<file path="src/design/bmp_pkg.sv">
// shared types and constants for the bitmap pixel extractor
package bmp_pkg;

    // largest image accepted
    localparam int unsigned MAX_WIDTH  = 4096;
    localparam int unsigned MAX_HEIGHT = 4096;

    // counter widths follow the size limits
    localparam int unsigned COL_W = (MAX_WIDTH  > 1) ? $clog2(MAX_WIDTH)  : 1;
    localparam int unsigned ROW_W = (MAX_HEIGHT > 1) ? $clog2(MAX_HEIGHT) : 1;

    // output field widths
    localparam int unsigned COLOR_W  = 8;
    localparam int unsigned COORD_W  = 12;
    localparam int unsigned STATUS_W = 2;
    localparam int unsigned HDR_W    = 6;

    // header byte positions
    localparam logic [HDR_W-1:0] HDR_SIG0      = 6'd0;
    localparam logic [HDR_W-1:0] HDR_SIG1      = 6'd1;
    localparam logic [HDR_W-1:0] HDR_FILE_LAST = 6'd13;
    localparam logic [HDR_W-1:0] HDR_WIDTH_LO  = 6'd18;
    localparam logic [HDR_W-1:0] HDR_WIDTH_HI  = 6'd21;
    localparam logic [HDR_W-1:0] HDR_HEIGHT_LO = 6'd22;
    localparam logic [HDR_W-1:0] HDR_HEIGHT_HI = 6'd25;
    localparam logic [HDR_W-1:0] HDR_DEPTH_LO  = 6'd26;
    localparam logic [HDR_W-1:0] HDR_DEPTH_HI  = 6'd27;
    localparam logic [HDR_W-1:0] HDR_INFO_LAST = 6'd53;

    // signature and depth values
    localparam logic [7:0]  SIG_B      = 8'h42;
    localparam logic [7:0]  SIG_M      = 8'h4D;
    localparam logic [15:0] DEPTH_RGB  = 16'd24;
    localparam logic [31:0] WIDTH_MAX  = 32'(MAX_WIDTH);
    localparam logic [31:0] HEIGHT_MAX = 32'(MAX_HEIGHT);

    // parser phase
    typedef enum logic [1:0] {
        PH_HEADER,
        PH_PIXEL,
        PH_PAD,
        PH_IDLE
    } t_phase;

    // result status codes
    typedef enum logic [STATUS_W-1:0] {
        ST_PIXEL,
        ST_BADSIG,
        ST_BADDEPTH,
        ST_BADSIZE
    } t_status;

    // one result item
    typedef struct packed {
        logic [COLOR_W-1:0] red;
        logic [COLOR_W-1:0] green;
        logic [COLOR_W-1:0] blue;
        logic [COORD_W-1:0] column;
        logic [COORD_W-1:0] row;
        logic               last_pixel;
        t_status            status;
    } t_result;

endpackage

</file>
<file path="src/design/bmp_if.sv">
// stream channel interfaces for file bytes and pixel results
interface bmp_in_if;
    logic       valid;
    logic       ready;
    logic [7:0] data_byte;
    logic       first_byte;

    modport source (output valid, output data_byte, output first_byte, input ready);
    modport sink   (input valid, input data_byte, input first_byte, output ready);
endinterface

interface bmp_out_if;
    logic        valid;
    logic        ready;
    logic [7:0]  red;
    logic [7:0]  green;
    logic [7:0]  blue;
    logic [11:0] column;
    logic [11:0] row;
    logic        last_pixel;
    logic [1:0]  status;

    modport source (output valid, output red, output green, output blue,
                    output column, output row, output last_pixel, output status,
                    input ready);
    modport sink   (input valid, input red, input green, input blue,
                    input column, input row, input last_pixel, input status,
                    output ready);
endinterface

</file>
<file path="src/design/bmp_parse.sv">
// header parser and pixel assembler, one byte per accepted request
module bmp_parse import bmp_pkg::*; (
    input  logic       i_clk,
    input  logic       i_rst_n,
    input  logic       i_step,
    input  logic [7:0] i_data_byte,
    input  logic       i_first_byte,
    output logic       o_res_valid,
    output t_result    o_res
);

    t_phase             r_phase,  n_phase,  e_phase;
    logic [HDR_W-1:0]   r_hdr,    n_hdr,    e_hdr;
    logic               r_sig,    n_sig,    e_sig;
    logic [31:0]        r_width,  n_width,  e_width;
    logic [31:0]        r_height, n_height, e_height;
    logic [15:0]        r_depth,  n_depth,  e_depth;
    logic [1:0]         r_bip,    n_bip,    e_bip;
    logic [7:0]         r_blue,   n_blue;
    logic [7:0]         r_green,  n_green;
    logic [COL_W-1:0]   r_col,    n_col,    e_col;
    logic [ROW_W-1:0]   r_row,    n_row,    e_row;
    logic [1:0]         r_pad,    n_pad,    e_pad;

    logic [1:0]         lane;
    logic               last_col;
    logic               last_row;
    logic               size_bad;

    // state registers, advanced on each accepted byte
    always_ff @(posedge i_clk) begin
        if (!i_rst_n) begin
            r_phase  <= PH_HEADER;
            r_hdr    <= '0;
            r_sig    <= 1'b0;
            r_width  <= '0;
            r_height <= '0;
            r_depth  <= '0;
            r_bip    <= '0;
            r_col    <= '0;
            r_row    <= '0;
            r_pad    <= '0;
        end else if (i_step) begin
            r_phase  <= n_phase;
            r_hdr    <= n_hdr;
            r_sig    <= n_sig;
            r_width  <= n_width;
            r_height <= n_height;
            r_depth  <= n_depth;
            r_bip    <= n_bip;
            r_col    <= n_col;
            r_row    <= n_row;
            r_pad    <= n_pad;
        end
    end

    // held color bytes
    always_ff @(posedge i_clk) begin
        if (i_step) begin
            r_blue  <= n_blue;
            r_green <= n_green;
        end
    end

    // a first-byte mark restarts parsing from the reset state
    always_comb begin
        e_phase  = i_first_byte ? PH_HEADER : r_phase;
        e_hdr    = i_first_byte ? '0 : r_hdr;
        e_sig    = i_first_byte ? 1'b0 : r_sig;
        e_width  = i_first_byte ? '0 : r_width;
        e_height = i_first_byte ? '0 : r_height;
        e_depth  = i_first_byte ? '0 : r_depth;
        e_bip    = i_first_byte ? '0 : r_bip;
        e_col    = i_first_byte ? '0 : r_col;
        e_row    = i_first_byte ? '0 : r_row;
        e_pad    = i_first_byte ? '0 : r_pad;
    end

    // byte lane within a 32-bit size field
    always_comb begin
        if (e_hdr <= HDR_WIDTH_HI) begin
            lane = 2'(e_hdr - HDR_WIDTH_LO);
        end else begin
            lane = 2'(e_hdr - HDR_HEIGHT_LO);
        end
    end

    // end of row and end of image
    assign last_col = (32'(e_col) + 32'd1) >= e_width;
    assign last_row = (32'(e_row) + 32'd1) >= e_height;

    // next state and result
    always_comb begin
        n_phase  = e_phase;
        n_hdr    = e_hdr;
        n_sig    = e_sig;
        n_width  = e_width;
        n_height = e_height;
        n_depth  = e_depth;
        n_bip    = e_bip;
        n_blue   = r_blue;
        n_green  = r_green;
        n_col    = e_col;
        n_row    = e_row;
        n_pad    = e_pad;
        o_res_valid = 1'b0;
        o_res       = '0;
        size_bad    = 1'b0;

        unique case (e_phase)
            PH_HEADER: begin
                n_hdr = e_hdr + 1'b1;
                // capture header fields
                priority if (e_hdr == HDR_SIG0) begin
                    n_sig = (i_data_byte == SIG_B);
                end else if (e_hdr == HDR_SIG1) begin
                    n_sig = e_sig & (i_data_byte == SIG_M);
                end else if (e_hdr >= HDR_WIDTH_LO && e_hdr <= HDR_WIDTH_HI) begin
                    n_width = e_width | (32'(i_data_byte) << {lane, 3'b000});
                end else if (e_hdr >= HDR_HEIGHT_LO && e_hdr <= HDR_HEIGHT_HI) begin
                    n_height = e_height | (32'(i_data_byte) << {lane, 3'b000});
                end else if (e_hdr == HDR_DEPTH_LO) begin
                    n_depth = {e_depth[15:8], i_data_byte};
                end else if (e_hdr == HDR_DEPTH_HI) begin
                    n_depth = {i_data_byte, e_depth[7:0]};
                end else begin
                    n_sig = e_sig;
                end

                size_bad = (e_width == 32'd0) || (e_width > WIDTH_MAX) ||
                           (e_height == 32'd0) || (e_height > HEIGHT_MAX);

                // checks at the end of each header
                priority if (e_hdr == HDR_FILE_LAST && !e_sig) begin
                    o_res_valid   = 1'b1;
                    o_res.status  = ST_BADSIG;
                    n_phase       = PH_IDLE;
                end else if (e_hdr == HDR_INFO_LAST && e_depth != DEPTH_RGB) begin
                    o_res_valid   = 1'b1;
                    o_res.status  = ST_BADDEPTH;
                    n_phase       = PH_IDLE;
                end else if (e_hdr == HDR_INFO_LAST && size_bad) begin
                    o_res_valid   = 1'b1;
                    o_res.status  = ST_BADSIZE;
                    n_phase       = PH_IDLE;
                end else if (e_hdr == HDR_INFO_LAST) begin
                    n_phase = PH_PIXEL;
                    n_bip   = '0;
                    n_col   = '0;
                    n_row   = '0;
                end else begin
                    n_phase = e_phase;
                end
            end

            PH_PIXEL: begin
                priority if (e_bip == 2'd0) begin
                    n_blue = i_data_byte;
                    n_bip  = 2'd1;
                end else if (e_bip == 2'd1) begin
                    n_green = i_data_byte;
                    n_bip   = 2'd2;
                end else begin
                    // red byte completes the pixel
                    n_bip             = 2'd0;
                    o_res_valid       = 1'b1;
                    o_res.red         = i_data_byte;
                    o_res.green       = r_green;
                    o_res.blue        = r_blue;
                    o_res.column      = COORD_W'(e_col);
                    o_res.row         = COORD_W'(e_row);
                    o_res.last_pixel  = last_col && last_row;
                    o_res.status      = ST_PIXEL;
                    priority if (last_col && last_row) begin
                        n_phase = PH_IDLE;
                    end else if (last_col) begin
                        n_col = '0;
                        n_pad = e_width[1:0];
                        if (e_width[1:0] != 2'd0) begin
                            n_phase = PH_PAD;
                        end else begin
                            n_row = e_row + 1'b1;
                        end
                    end else begin
                        n_col = e_col + 1'b1;
                    end
                end
            end

            PH_PAD: begin
                n_pad = e_pad - 2'd1;
                if (n_pad == 2'd0) begin
                    n_row   = e_row + 1'b1;
                    n_phase = PH_PIXEL;
                    n_bip   = 2'd0;
                end
            end

            PH_IDLE: begin
                n_phase = PH_IDLE;
            end

            default: begin
                n_phase = PH_IDLE;
            end
        endcase
    end

endmodule

</file>
<file path="src/design/bmp_out_reg.sv">
// result register between the parser and the output channel
module bmp_out_reg import bmp_pkg::*; (
    input  logic    i_clk,
    input  logic    i_rst_n,
    input  logic    i_load,
    input  t_result i_res,
    input  logic    i_ready,
    output logic    o_valid,
    output logic    o_free,
    output t_result o_res
);

    logic    r_valid, n_valid;
    t_result r_res;

    // room for a new result when empty or being taken this cycle
    assign o_free = !r_valid || i_ready;

    always_comb begin
        n_valid = r_valid;
        if (o_free) begin
            n_valid = i_load;
        end
    end

    // valid flag
    always_ff @(posedge i_clk) begin
        if (!i_rst_n) begin
            r_valid <= 1'b0;
        end else begin
            r_valid <= n_valid;
        end
    end

    // payload
    always_ff @(posedge i_clk) begin
        if (o_free && i_load) begin
            r_res <= i_res;
        end
    end

    assign o_valid = r_valid;
    assign o_res   = r_res;

endmodule

</file>
<file path="src/design/bmp24_stream_pixel_extractor.sv">
// top level of the 24-bit bitmap stream pixel extractor
// a result appears on the output in the cycle after the byte that completes it is taken
// throughput: one file byte per cycle unless a stalled result holds the single result register
// a byte is taken whenever the result register is empty or being drained
// reset (synchronous, active low) leaves the parser waiting for byte 0 of a file
// and the result register empty
module bmp24_stream_pixel_extractor import bmp_pkg::*; (
    input  logic  i_clk,
    input  logic  i_rst_n,
    bmp_in_if.sink    i_in,
    bmp_out_if.source o_out
);

    logic    step;
    logic    res_valid;
    logic    free;
    t_result res;
    t_result out_res;

    // take a byte when the result register can hold what it causes
    assign i_in.ready = free;
    assign step       = i_in.valid && free;

    bmp_parse u_parse (
        .i_clk        (i_clk),
        .i_rst_n      (i_rst_n),
        .i_step       (step),
        .i_data_byte  (i_in.data_byte),
        .i_first_byte (i_in.first_byte),
        .o_res_valid  (res_valid),
        .o_res        (res)
    );

    bmp_out_reg u_out (
        .i_clk   (i_clk),
        .i_rst_n (i_rst_n),
        .i_load  (step && res_valid),
        .i_res   (res),
        .i_ready (o_out.ready),
        .o_valid (o_out.valid),
        .o_free  (free),
        .o_res   (out_res)
    );

    // output payload
    assign o_out.red        = out_res.red;
    assign o_out.green      = out_res.green;
    assign o_out.blue       = out_res.blue;
    assign o_out.column     = out_res.column;
    assign o_out.row        = out_res.row;
    assign o_out.last_pixel = out_res.last_pixel;
    assign o_out.status     = out_res.status;

`ifndef SYNTHESIS
    // no byte is taken while a stalled result still occupies the register
    a_no_overrun: assert property (@(posedge i_clk) disable iff (!i_rst_n)
        (o_out.valid && !o_out.ready) |-> !i_in.ready)
        else $error("byte accepted while result stalled");

    // error results carry zero pixel fields
    a_error_zero: assert property (@(posedge i_clk) disable iff (!i_rst_n)
        (o_out.valid && o_out.status != ST_PIXEL) |->
        (o_out.red == 8'd0 && o_out.green == 8'd0 && o_out.blue == 8'd0 &&
         o_out.column == 12'd0 && o_out.row == 12'd0 && !o_out.last_pixel))
        else $error("error result with nonzero pixel fields");

    // a delivered result leaves the register empty unless a new one was loaded
    a_drain: assert property (@(posedge i_clk) disable iff (!i_rst_n)
        (o_out.valid && o_out.ready && !i_in.valid) |=> !o_out.valid)
        else $error("result repeated after hand-off");
`endif

endmodule

</file>
<file path="src/flat_wrapper.sv">
// flat-port wrapper written by rule: the top's interface ports become plain ports
module bmp24_stream_pixel_extractor_flat import bmp_pkg::*;
  (i_clk, i_rst_n, i_in_valid, i_in_data_byte, i_in_first_byte, i_in_ready, o_out_valid, o_out_red, o_out_green, o_out_blue, o_out_column, o_out_row, o_out_last_pixel, o_out_status, o_out_ready);
  bmp_in_if i_in_i ();
  bmp_out_if o_out_i ();
  input  logic i_clk;
  input  logic i_rst_n;
  input wire logic [$bits(i_in_i.valid)-1:0] i_in_valid;
  input wire logic [$bits(i_in_i.data_byte)-1:0] i_in_data_byte;
  input wire logic [$bits(i_in_i.first_byte)-1:0] i_in_first_byte;
  output wire logic [$bits(i_in_i.ready)-1:0] i_in_ready;
  output wire logic [$bits(o_out_i.valid)-1:0] o_out_valid;
  output wire logic [$bits(o_out_i.red)-1:0] o_out_red;
  output wire logic [$bits(o_out_i.green)-1:0] o_out_green;
  output wire logic [$bits(o_out_i.blue)-1:0] o_out_blue;
  output wire logic [$bits(o_out_i.column)-1:0] o_out_column;
  output wire logic [$bits(o_out_i.row)-1:0] o_out_row;
  output wire logic [$bits(o_out_i.last_pixel)-1:0] o_out_last_pixel;
  output wire logic [$bits(o_out_i.status)-1:0] o_out_status;
  input wire logic [$bits(o_out_i.ready)-1:0] o_out_ready;
  assign i_in_i.valid = i_in_valid;
  assign i_in_i.data_byte = i_in_data_byte;
  assign i_in_i.first_byte = i_in_first_byte;
  assign i_in_ready = i_in_i.ready;
  assign o_out_valid = o_out_i.valid;
  assign o_out_red = o_out_i.red;
  assign o_out_green = o_out_i.green;
  assign o_out_blue = o_out_i.blue;
  assign o_out_column = o_out_i.column;
  assign o_out_row = o_out_i.row;
  assign o_out_last_pixel = o_out_i.last_pixel;
  assign o_out_status = o_out_i.status;
  assign o_out_i.ready = o_out_ready;
  bmp24_stream_pixel_extractor u_core (.i_clk(i_clk), .i_rst_n(i_rst_n), .i_in(i_in_i), .o_out(o_out_i));
endmodule
</file>
<file path="config.mk">
export PLATFORM = sky130hd
export DESIGN_NAME = bmp24_stream_pixel_extractor_flat
export DESIGN_NICKNAME = d
export VERILOG_FILES = /design/src/design/bmp_pkg.sv /design/src/design/bmp_if.sv /design/src/design/bmp_parse.sv /design/src/design/bmp_out_reg.sv /design/src/design/bmp24_stream_pixel_extractor.sv /design/src/flat_wrapper.sv
export SDC_FILE = /design/constraint.sdc
export NUM_CORES = 1
export LEC_CHECK = 0
export ABC_AREA = 1
export BUFFER_PORTS_ARGS = -buffer_cell sky130_fd_sc_hd__buf_4
export CORE_ASPECT_RATIO = 1.5
export CORE_MARGIN = 2
export CORE_UTILIZATION = 45
export CTS_CLUSTER_DIAMETER = 40
export DETAILED_ROUTE_END_ITERATION = 12
export HOLD_SLACK_MARGIN = 0.06
export SLEW_MARGIN = 20
export SYNTH_ARGS = -nofsm -noshare
export SYNTH_HDL_FRONTEND = slang
export SYNTH_SLANG_ARGS = --single-unit
</file>
<file path="constraint.sdc">
create_clock -name i_clk -period 5.6 [get_ports i_clk]
set_input_delay 1.12 -clock i_clk [delete_from_list [all_inputs] [get_ports i_clk]]
set_output_delay 1.12 -clock i_clk [all_outputs]
set_load 0.03 [all_outputs]
</file>
==> impl_metrics.yaml <==
run_status:
  status: "finished, final reports clean"
routing:
  num_vias: 9326
  drt_iter0_drc: 725
  avgRoutedWirePerCell_um: 16.8
  drt-total-wl_mm: 29.0
  viasPerCell: 5.38
  postRouteAntennaNets: 0
  drtPass1Iterations: 5
  drc_errors: 0
power_and_ir_drop:
  p_leak_nw: 4.94
  peakVddDrop_uv: 208
  power_density_nw_per_um2: 247
logic_synthesis:
  async_reset_ff_share_pct: 0
  syn_area_um2: 10400
  syn_area_per_cell_um2: 7.39
  yosysTopAreaCell: "dfxtp_1"
  yosysSeqAreaShare_pct: 42.2
  synth_edf_count: 67
  synth_top_area_share_pct: 22.8
  ys.flop_type: "dfxtp_1"
  syn_inst: 1403
  synth_cell_types: 53
  synth_nets: 1454
  ys_seq_elements: 185
  yosysWarnings: 0
  synthTopCellsByArea: "dfxtp_1, edfxtp_1, nand2_1, nor2_1, inv_1"
sta:
  worst_pin_slew_ns: 0.883
  slew_violations: 0
  setup_ws_ns: 1.14
  max_slew_margin_pct: 41.1
  tns_ns: 0
  setup_viol: 0
  grt_setup_unrepaired: "no"
  whs_ns: 0.464
  fin_crit_sh_pct: 79.7
  max_freq_ghz: 0.224
  hold_viol_final: 0
  skew_ns: 0.00899
  period_needed_ns: 4.46
placed_design:
  place_area_um2: 11000
  pre_cts_ws_ns: 0.737
  dp_hpwl_mm: 20.9
  portBuffers: 65
  place_congestion: 0.956
  placedCellCount: 1700
flow_run:
  max_cap_viol_count: 0
global_routing:
  grt_pass1_wl_mm: 46.9
  grt_pass1_vias: 8863
  track_usage_pct: 24.7
  antenna_found_initial: 0
  grt_max_degree: 63
  gr-total-overflow: 0
final_layout:
  layout_common_cells: "nand2_1, nor2_1, inv_1"
  finalInstanceArea_um2: 11600
  seq_area_um2: 4370
  fillers: 2253
  nets: 1490
  final_common_cell: "nand2_1"
  layout-drive-gt1-share_pct: 10.8
  area_delta_synth_final_pct: 11.7
  antennaDiodeCount: 0
  fin_cells: 1732
  multiInputGateArea_um2: 5010
floorplanning:
  die-area_um2: 24300
  coreArea_um2: 22800
  start_util_pct: 45.4
  die_height_um: 190
  rows: 68
  die_width_um: 128
  pin_count: 66
clock_network:
  tritoncts: "done"
  cts-root-buf: "clkbuf_16"
  postCtsSetupRepairBufs: 0
  insertion_delay_ns: 0.44
  ctsHoldBuffers: 0
  clkTransAtPathRegs_ns: 0.06
  clk_path_buf_depth: 2
  postCtsResizedCells: 0
  cts_max_level: 4
  cts.sinks: 185
  cts_buffers: 17
worst_setup_path:
  critPathCaptureType: "register"
  startpoint_type: "primary input"
  crit_fanout: 21
  crit_type: "in -> reg"
  arrival_ns: 4.82
  required_ns: 5.96
worst_hold_path:
  hold_path_class: "reg -> reg"
power breakdown:
group / switching, mW / internal (mW) / total, mW
Clock: 0.552 / 0.621 / 1.17
Sequential: 0.00688 / 1.40 / 1.40
Combinational: 0.211 / 0.0673 / 0.278
Total: 0.769 / 2.08 / 2.85
final cells by class:
| cell class | instances | share of cell area, % |
|---|---|---|
| tap | 280 | 3.03 |
| clock buffer | 20 | 3.77 |
| multi-input combinational | 978 | 43.3 |
| sequential | 185 | 37.8 |
| clock inverter | 12 | 1.02 |
| timing repair buffer | 83 | 5.39 |
| inverter | 174 | 5.69 |
worst max-delay path, stage by stage:
cell and delay [ns]:
buf_4 0.21, buf_4 0.25, nor2_1 0.16, inv_1 0.13, nor2_1 0.11, nand2_1 0.08
nor2_2 0.19, nand4_1 0.18, nor3_2 0.20, xnor2_1 0.14, inv_1 0.08, ha_1 0.29
nand2_1 0.07, nor2_1 0.12, nand2_1 0.08, nor2_1 0.09, nor2_1 0.06, nand2_2 0.10
nand2_2 0.13, nor2_4 0.30, nand2_1 0.16, o21ai_0 0.20, nand3_1 0.10, nand2_1 0.08
nand2_1 0.06, a21oi_1 0.11
cell families (layout without fill, tap and decap cells):
| logic type | Yosys count | after routing | share of synthesized area, % |
|---|---|---|---|
| buffers and inverters | 240 | 289 | 9.47 |
| XOR/XNOR | 14 | 14 | 1.18 |
| AND/OR/NAND/NOR | 675 | 675 | 27.8 |
| flip-flops | 185 | 185 | 42.2 |
| AO/OA/AOI/OAI | 251 | 251 | 14.7 |
| adder cells (fa/ha/maj) | 38 | 38 | 4.59 |
Yosys cell counts, types with 4 or more instances:
cell type,number
nand2_1,322
nor2_1,197
inv_1,162
dfxtp_1,118
a21oi_1,113
edfxtp_1,67
nand3_1,63
clkbuf_1,44
o21ai_0,44
ha_1,38
a22oi_1,28
nand4_1,28
o211ai_1,21
nor3_1,19
a32oi_1,16
buf_2,12
nor4_1,12
xor2_1,11
nor2_2,9
nand2_2,8
buf_6,7
inv_2,7
nor3_2,7
o21ai_1,5
a31oi_1,4
clkinv_1,4
metal layers:
layer  part of all wire [%]  up-vias  global-route usage [%]
met2                     51      194                    43.4
li1                       -     4718                       -
met1                     43     4373                    30.4
met3                    3.3       41                    3.60
met5                      0        -                       0
met4                    2.7        0                    9.30
sequential cells by signal (all words and copies together) (netlist names), 6 cells and up:
name and count:
u_core.u_out.o_res 51, u_core.u_parse.r_blue 8, u_core.u_parse.r_col 12, u_core.u_parse.r_depth 16, u_core.u_parse.r_green 8, u_core.u_parse.r_hdr 6
u_core.u_parse.r_height 32, u_core.u_parse.r_row 12, u_core.u_parse.r_width 32
metrics by stage:
step           total power, mW  util [%]
3_3_place_gp              1.71      48.3
6_report                  2.85      50.7
2_1_floorplan             1.63         -
4_1_cts                   2.88      50.7
3_5_place_dp              1.71      48.3
5_1_grt                   2.97      50.7
final timing paths:
path,startpoint,to,slack [ns],depth (start not counted)
min reg2reg,u_core.u_parse.r_row[5],u_core.u_parse.r_row[5],0.46,2
max reg2reg,u_core.u_parse.r_col[0],u_core.u_parse.r_row[2],1.69,24
max,i_in_first_byte,u_core.u_parse.r_row[2],1.14,26
min,u_core.u_parse.r_row[5],u_core.u_parse.r_row[5],0.46,2
(Power assumes the default switching activity.)
